### src/hw/rtl/klcar_pkg.sv
// Shared types, codes and log-table helpers for the KL cluster assignment block.
`default_nettype none

package klcar_pkg;

    localparam int MaxPoints     = 64;
    localparam int MaxClusters   = 8;
    localparam int MaxCategories = 16;
    localparam int PtW           = $clog2(MaxPoints);
    localparam int ClW           = $clog2(MaxClusters);
    localparam int CatW          = $clog2(MaxCategories);
    localparam int Ln2Q16        = 45426;

    // Request codes
    localparam logic [2:0] REQ_LOAD_DIST  = 3'd0;
    localparam logic [2:0] REQ_LOAD_PRIOR = 3'd1;
    localparam logic [2:0] REQ_POINT      = 3'd2;
    localparam logic [2:0] REQ_RESCUE     = 3'd3;
    localparam logic [2:0] REQ_READ       = 3'd4;

    // Result kinds
    localparam logic KIND_RESCUE = 1'b0;
    localparam logic KIND_READ   = 1'b1;

    // Register indexes
    localparam logic [1:0] CFG_BETA      = 2'd0;
    localparam logic [1:0] CFG_POINTS    = 2'd1;
    localparam logic [1:0] CFG_CLUSTERS  = 2'd2;
    localparam logic [1:0] CFG_CATEGORIES = 2'd3;

    localparam logic signed [39:0] ScoreMin = {1'b1, 39'd0};
    localparam logic signed [39:0] ScoreMax = {1'b0, {39{1'b1}}};

    typedef struct packed {
        logic [2:0]  req_type;
        logic [2:0]  cluster_sel;
        logic [3:0]  category_sel;
        logic [5:0]  point_sel;
        logic [16:0] prob_value;
        logic        last_category;
    } t_item;

    typedef struct packed {
        logic       result_kind;
        logic [5:0] point_id;
        logic [2:0] cluster_id;
        logic       rescue_happened;
    } t_result;

    typedef enum logic [4:0] {
        ST_IDLE,
        ST_DECODE,
        ST_PE_RD,
        ST_PE_LN,
        ST_PE_MUL,
        ST_PE_ACC,
        ST_FP_MUL,
        ST_FP_SC,
        ST_FP_FIN,
        ST_RC_CLR,
        ST_RC_RD,
        ST_RC_CNT,
        ST_RC_MARK,
        ST_RS_NEXT,
        ST_RS_RD,
        ST_RS_EV,
        ST_RS_END,
        ST_RD_RD,
        ST_OUT
    } t_state;

    typedef struct packed {
        logic capture;
        logic load;
        logic pe_ln;
        logic pe_mul;
        logic pe_acc;
        logic fp_mul;
        logic fp_sc;
        logic fp_fin;
        logic rc_clr;
        logic rc_cnt;
        logic rc_mark;
        logic rs_start;
        logic rs_eval;
        logic rs_pass1;
        logic rs_move;
        logic out_load;
        logic c_clr;
        logic c_inc;
        logic p_inc;
    } t_cmd;

    typedef struct packed {
        logic [2:0] req_type;
        logic       pe_active;
        logic       last;
        logic       c_last;
        logic       c_max;
        logic       p_last;
        logic       empty_c;
        logic       found;
        logic       pass;
        logic       out_full;
    } t_sts;

    // ln(1 + i/16) in Q.16
    function automatic logic [15:0] ln_tab(input logic [4:0] i);
        logic [15:0] r;
        unique case (i)
            5'd0:  r = 16'd0;
            5'd1:  r = 16'd3973;
            5'd2:  r = 16'd7719;
            5'd3:  r = 16'd11262;
            5'd4:  r = 16'd14624;
            5'd5:  r = 16'd17821;
            5'd6:  r = 16'd20870;
            5'd7:  r = 16'd23783;
            5'd8:  r = 16'd26573;
            5'd9:  r = 16'd29248;
            5'd10: r = 16'd31818;
            5'd11: r = 16'd34292;
            5'd12: r = 16'd36675;
            5'd13: r = 16'd38975;
            5'd14: r = 16'd41196;
            5'd15: r = 16'd43345;
            5'd16: r = 16'd45426;
            default: r = 16'd0;
        endcase
        return r;
    endfunction

    // ln(v / 2^16) in signed Q4.16, v nonzero
    function automatic logic signed [20:0] ln_q16(input logic [16:0] v);
        int          e;
        int          tmp;
        logic [16:0] m;
        logic [3:0]  idx;
        logic [11:0] rem;
        logic [15:0] t0;
        logic [15:0] t1;
        logic [23:0] pr;
        e = 0;
        for (int i = 0; i < 17; i++) begin
            if (v[i]) begin
                e = i;
            end
        end
        m   = v << (16 - e);
        idx = m[15:12];
        rem = m[11:0];
        t0  = ln_tab({1'b0, idx});
        t1  = ln_tab({1'b0, idx} + 5'd1);
        pr  = 24'(t1 - t0) * 24'(rem) + 24'd2048;
        tmp = (e - 16) * Ln2Q16 + int'(t0) + int'(pr[23:12]);
        return 21'(tmp);
    endfunction

endpackage

`default_nettype wire

### src/hw/rtl/klcar_ctrl.sv
// Sequencer for load, point element, scoring, rescue and read requests.
`default_nettype none

module klcar_ctrl
    import klcar_pkg::*;
(
    input  wire logic i_clk,
    input  wire logic i_rst_n,
    input  wire logic i_valid,
    input  wire t_sts i_sts,
    output t_cmd      o_cmd,
    output logic      o_busy
);

    t_state r_state;
    t_state n_state;

    // Hold the state
    always_ff @(posedge i_clk) begin
        if (!i_rst_n) begin
            r_state <= ST_IDLE;
        end else begin
            r_state <= n_state;
        end
    end

    // Advance the sequence and issue commands
    always_comb begin
        n_state = r_state;
        o_cmd   = '0;
        o_busy  = (r_state != ST_IDLE);
        unique case (r_state)
            ST_IDLE: begin
                if (i_valid) begin
                    o_cmd.capture = 1'b1;
                    n_state       = ST_DECODE;
                end
            end
            ST_DECODE: begin
                priority if (i_sts.req_type == REQ_LOAD_DIST ||
                             i_sts.req_type == REQ_LOAD_PRIOR) begin
                    o_cmd.load = 1'b1;
                    n_state    = ST_IDLE;
                end else if (i_sts.req_type == REQ_POINT) begin
                    if (i_sts.pe_active) begin
                        n_state = ST_PE_RD;
                    end else if (i_sts.last) begin
                        n_state = ST_FP_MUL;
                    end else begin
                        n_state = ST_IDLE;
                    end
                end else if (i_sts.req_type == REQ_RESCUE) begin
                    n_state = ST_RC_CLR;
                end else if (i_sts.req_type == REQ_READ) begin
                    n_state = ST_RD_RD;
                end else begin
                    n_state = ST_IDLE;
                end
            end
            ST_PE_RD: n_state = ST_PE_LN;
            ST_PE_LN: begin
                o_cmd.pe_ln = 1'b1;
                n_state     = ST_PE_MUL;
            end
            ST_PE_MUL: begin
                o_cmd.pe_mul = 1'b1;
                n_state      = ST_PE_ACC;
            end
            ST_PE_ACC: begin
                o_cmd.pe_acc = 1'b1;
                if (i_sts.c_last) begin
                    o_cmd.c_clr = 1'b1;
                    n_state     = i_sts.last ? ST_FP_MUL : ST_IDLE;
                end else begin
                    o_cmd.c_inc = 1'b1;
                    n_state     = ST_PE_RD;
                end
            end
            ST_FP_MUL: begin
                o_cmd.fp_mul = 1'b1;
                n_state      = ST_FP_SC;
            end
            ST_FP_SC: begin
                o_cmd.fp_sc = 1'b1;
                if (i_sts.c_max) begin
                    o_cmd.c_clr = 1'b1;
                    n_state     = ST_FP_FIN;
                end else begin
                    o_cmd.c_inc = 1'b1;
                    n_state     = ST_FP_MUL;
                end
            end
            ST_FP_FIN: begin
                o_cmd.fp_fin = 1'b1;
                n_state      = ST_IDLE;
            end
            ST_RC_CLR: begin
                o_cmd.rc_clr = 1'b1;
                n_state      = ST_RC_CNT;
            end
            ST_RC_RD: n_state = ST_RC_CNT;
            ST_RC_CNT: begin
                o_cmd.rc_cnt = 1'b1;
                if (i_sts.p_last) begin
                    n_state = ST_RC_MARK;
                end else begin
                    o_cmd.p_inc = 1'b1;
                    n_state     = ST_RC_RD;
                end
            end
            ST_RC_MARK: begin
                o_cmd.rc_mark = 1'b1;
                o_cmd.c_clr   = 1'b1;
                n_state       = ST_RS_NEXT;
            end
            ST_RS_NEXT: begin
                priority if (i_sts.empty_c) begin
                    o_cmd.rs_start = 1'b1;
                    n_state        = ST_RS_RD;
                end else if (i_sts.c_last) begin
                    n_state = ST_OUT;
                end else begin
                    o_cmd.c_inc = 1'b1;
                end
            end
            ST_RS_RD: n_state = ST_RS_EV;
            ST_RS_EV: begin
                o_cmd.rs_eval = 1'b1;
                if (i_sts.p_last) begin
                    n_state = ST_RS_END;
                end else begin
                    o_cmd.p_inc = 1'b1;
                    n_state     = ST_RS_RD;
                end
            end
            ST_RS_END: begin
                if (!i_sts.found && !i_sts.pass) begin
                    o_cmd.rs_pass1 = 1'b1;
                    n_state        = ST_RS_RD;
                end else begin
                    o_cmd.rs_move = 1'b1;
                    if (i_sts.c_last) begin
                        n_state = ST_OUT;
                    end else begin
                        o_cmd.c_inc = 1'b1;
                        n_state     = ST_RS_NEXT;
                    end
                end
            end
            ST_RD_RD: n_state = ST_OUT;
            ST_OUT: begin
                if (!i_sts.out_full) begin
                    o_cmd.out_load = 1'b1;
                    n_state        = ST_IDLE;
                end
            end
            default: n_state = ST_IDLE;
        endcase
    end

endmodule

`default_nettype wire

### config.mk
export PLATFORM = sky130hd
export DESIGN_NAME = klcar_ctrl
export DESIGN_NICKNAME = d
export VERILOG_FILES = /design/src/hw/rtl/klcar_pkg.sv /design/src/hw/rtl/klcar_ctrl.sv
export SDC_FILE = /design/constraint.sdc
export NUM_CORES = 1
export LEC_CHECK = 0
export ABC_AREA = 1
export BUFFER_PORTS_ARGS = -buffer_cell sky130_fd_sc_hd__buf_2
export CORE_UTILIZATION = 33
export CTS_CLUSTER_SIZE = 16
export DETAILED_ROUTE_END_ITERATION = 7
export PLACE_DENSITY_LB_ADDON = 0.05
export REMOVE_ABC_BUFFERS = 1
export SETUP_SLACK_MARGIN = 0.05
export SLEW_MARGIN = 20
export SYNTH_ARGS = -nofsm -noshare
export SYNTH_HDL_FRONTEND = slang
export SYNTH_SLANG_ARGS = --single-unit
### constraint.sdc
create_clock -name i_clk -period 2.3 [get_ports i_clk]
set_clock_uncertainty 0.2 [all_clocks]
set_input_delay 0.115 -clock i_clk [delete_from_list [all_inputs] [get_ports i_clk]]
set_output_delay 0.115 -clock i_clk [all_outputs]
set_load 0.02 [all_outputs]
Word level (Yosys, flattened, before mapping)
Index checks and enable logic that the tools add are counted.
- bits in registers: 5
- output and inout port bits: 20
- logic and storage cells: 84
- equal/unequal tests: 25
- mux-type cells: 48
- reduce and logical (&&, ||, !) cells: 10
- operator list (kind ; count):
    5-bit case mux with 17 select lines ; 1
    5-bit two-way mux ; 12
    5-bit by 4-bit == test with 1-bit output, second input constant ; 8
    1-bit two-way mux ; 28
    5-bit by 3-bit == test with 1-bit output, second input constant ; 4
    5-bit == test, second input constant ; 3
    5-bit by 2-bit == test with 1-bit output, second input constant ; 2
    3-bit two-way mux ; 3
    3-bit by 2-bit == test with 1-bit output, second input constant ; 2
    5-bit by 1-bit == test with 1-bit output, second input constant ; 1
    5-bit logical NOT ; 1
    5-bit nonzero test ; 1
    4-bit two-way mux ; 1
    2-bit != test, second input constant ; 2
    1-bit case mux with 4 select lines ; 1
    2-bit OR reduction ; 2
    3-bit by 1-bit == test with 1-bit output, second input constant ; 1
    3-bit == test, second input constant ; 1
    3-bit logical NOT ; 1
    3-bit != test, second input constant ; 1
    1-bit case mux with 3 select lines ; 1
    3-bit AND reduction ; 1
    1-bit logical NOT ; 2
    2-bit two-way mux ; 1
    other kinds (2) ; 2

Logic depth before layout (Yosys ltp)
- depth after elaboration: 6
- gate-level depth with buffers: 10
- gate-level depth less buffers: 10

Least setup slack after synthesis
Ideal clock, no wire load.
- kind: register to output
- from: register r_state[4]
- to: output port o_cmd[2] (netlist name)
- arrival: 1.440 ns
- slack: 0.545 ns
- cell stages (with the launch flop): 6
- buffers on the path: 0
- path through: dfxtp_1 nor2_1 nand2_1 nor2_2 inv_1 o21ai_0
- RTL lines (element ; RTL line ; source):
    start, declared ; klcar_ctrl.sv:15 ; t_state r_state;
    start signal, assigned ; klcar_ctrl.sv:23 ; r_state <= n_state;
    end, declared ; klcar_ctrl.sv:11 ; output t_cmd o_cmd,

==> results.md <==
- Yosys reg bits: 5
- First-pass GRT wire length: 3.760 mm
- Number of synthesized flops with an enable pin: 0
- Largest family of logic cells by synthesized area: simple AND/OR/NAND/NOR gates
- GRT Overall Usage: 19.57%
- CTS Sinks: 5
- Endpoints failing setup: 0
- Starting Density: 35.01%
- Outcome: complete, no violations
- Worst Hold Slack: 0.05173 ns
- Pleak: 0.6819 nW
- Max incr delay on CP: 0.37 ns
- DP Cell Count: 222
- R2R cell count: 9
- Total power: 0.3117 mW
- Drt wl/cell: 10.11 um
- Worst slew margin: 80.96%
- I/O Buffers: 34
- Crit path kind: reg2out
- Setup TNS: 0 ns
- Core box area: 2191 um^2
- Post-CTS Hold Fix Bufs: 1
- Cells after Synth: 160
- Vias after detailed routing: 1044
- Initial antenna violation count: 0
- Max-Cap Viols: 0
- Min-delay worst type: in2reg
- Synth top area share: 20.55%
- Cell taking the most area after synthesis: nand2_1
- Setup crit start kind: flop
- Clock transition at the registers of the reported paths: 0.04 ns
- Yosys warns: 0
- Iter 0 DRT Violations: 12
- Netlist cell types: 19
- Critical-path top delay cell: dfxtp_1
- Pin count of the biggest net entering global routing: 8
- Dpl hpwl: 2.046 mm
- Reg with most FFs: r_state
- Count leader, synth: nand2_1
- CTS buffer count: 3
- Min-delay src: i_sts[0]
- Wirelength, routed: 2.294 mm
- Proportion of synthesized area in mux cells: 0%
- Slew @ Worst Pin: 0.2845 ns
- CTS tree: yes
- Max Buffers Root-to-Sink: 2
- Area contributors post-synth: nand2_1 (21%), nor2_1 (18%), inv_1 (17%), dfxtp_1 (13%), nand3_1 (9.8%)
- Worst R2R Setup Slack: 0.62 ns
- First-pass iteration count of the detailed router: 4
- Reg2reg start: r_state[1]
- Area Growth Syn to Fin: 31.48%
- ANT nets after route: 0
- # diodes: 0
- Clk_lat worst skew: 0.24 ns
- Crit path DAT: 1.69 ns
- Crit-path cells: inv_1, nand3_2, nor2_1, nand2_1, nor2_2, nor2_1, o211ai_1, buf_2
- Top Ports: 35
- GRT overflow: 0
- Nets: 215
- H-tree depth: 1
- Register area share after synthesis: 13.05%
- RSZ-0062 raised after global routing: false
- Post-cts resize count: 0
- Synth Area in Compound Gates: 5.383%
- Vias/cell: 4.599
- Min Tclk post-route: 2.005 ns
- Post-layout util: 46.03%
- Worst Setup End Kind: output pin
- Synth Area in Simple Gates: 63.95%
- Fraction of layout cells with a size suffix above 1: 24.12%
- # DRC: 0
- Crit Path Max Fanout: 7
- Worst hold endpoint: r_state[4]
- Fin crit share: 87.16%
- Cell Area, Synth: 767.0 um^2
- Final cell count without fillers: 227
- Die height: 50.21 um
- VDD IR-drop max: 0.3047 mV
- Largest regs: r_state: 5 flops
- Synth top cells by count: nand2_1 (42), nor2_1 (36), inv_1 (35)
- Most frequent CP cell: nor2_1
- Post-Synth XOR/XNOR Area: 0%
- Final Hold Violating Endpoints: 0
- Routability Congestion: 0.9061
- Final Max Tran Viols: 0
- Post-CTS setup buffer count: 0
- Max reg flops: 5
- FFs w/ async S/R, synth: 0%
- R2r endpoint: r_state[0]
- Root Buffer: clkbuf_4
- WHS Path Cells: 5
- WP data required: 1.99 ns
- Rows: 17
- Syn avg cell area: 4.794 um^2
- Post-synthesis adder-cell area fraction: 0%
- Vias in the first global route: 934
- Pwr dens: 309.1 nW/um^2
- Main flop type after synthesis: dfxtp_1
- Die width: 50.21 um
- FMAX: 0.4988 GHz
- Total die area: 2521 um^2
==> cell type report <==
cell class	instances	area, um^2
Clock buffer	4	26.28
Fill cell	257	1182
Inverter	36	135.1
Multi-Input combinational cell	119	531.8
Sequential cell	5	100.1
Tap cell	28	35.03
Timing Repair Buffer	35	180.2
==> worst max-delay path by stage <==
stage | slack (ns) | cells past startpoint | startpoint | to
floorplan | 0.54 | 5 | r_state[4] | o_cmd[2]
global placement | 0.54 | 8 | r_state[1] | o_cmd[1]
detailed placement | 0.55 | 8 | r_state[1] | o_cmd[1]
CTS | 0.28 | 8 | r_state[1] | o_cmd[1]
global route | 0.18 | 8 | r_state[1] | o_cmd[1]
finish | 0.30 | 8 | r_state[1] | o_cmd[1]
==> worst max-delay path, delay by kind of cell (launching register included) <==
kind	cells	cell delay [ns]
AND/OR/NAND/NOR	5	0.67
flip-flops	1	0.37
buffers and inverters	2	0.32
AO/OA/AOI/OAI	1	0.07
==> stage by stage <==
step                      setup slack, ns  area, um^2
after global routing               0.1833        1008
final                              0.2953        1008
after detailed placement           0.5484       972.2
after floorplan                    0.5449       767.0
after CTS                          0.2785        1008
after global placement             0.5407       972.2
==> layer usage <==
metal	up-vias	global-route usage, %	share of wire, %
met2	31	33.56	47
met5	-	0	0
li1	562	-	-
met4	0	6.190	1.3
met3	2	2.727	4.6
met1	449	24.86	47
==> where the power goes <==
part / internal [mW] / switching (mW) / total (mW) / leakage (nW)
registers: 0.0911 / 0.00781 / 0.0989 / 0.0406
clock network: 0.0656 / 0.0360 / 0.102 / 0.0150
logic: 0.0389 / 0.0723 / 0.111 / 0.626
total: 0.196 / 0.116 / 0.312 / 0.682
==> cell usage in the layout (no fill, tap or decap), drive strengths merged <==
master,netlist,layout
nand2,43,43
nor2,41,41
inv,36,36
buf,0,34
nand3,16,16
nor3,9,9
dfxtp,5,5
a21oi,4,4
clkbuf,0,4
o21ai,2,2
nand4,1,1
o211ai,1,1
or2,1,1
nand3b,1,1
dlygate4sd3,0,1
==> cells by family after synthesis <==
group | Yosys count
flops | 5
buf+inv | 36
compound gates | 7
simple gates | 112
Note: power is estimated with default switching activity, not from simulation.
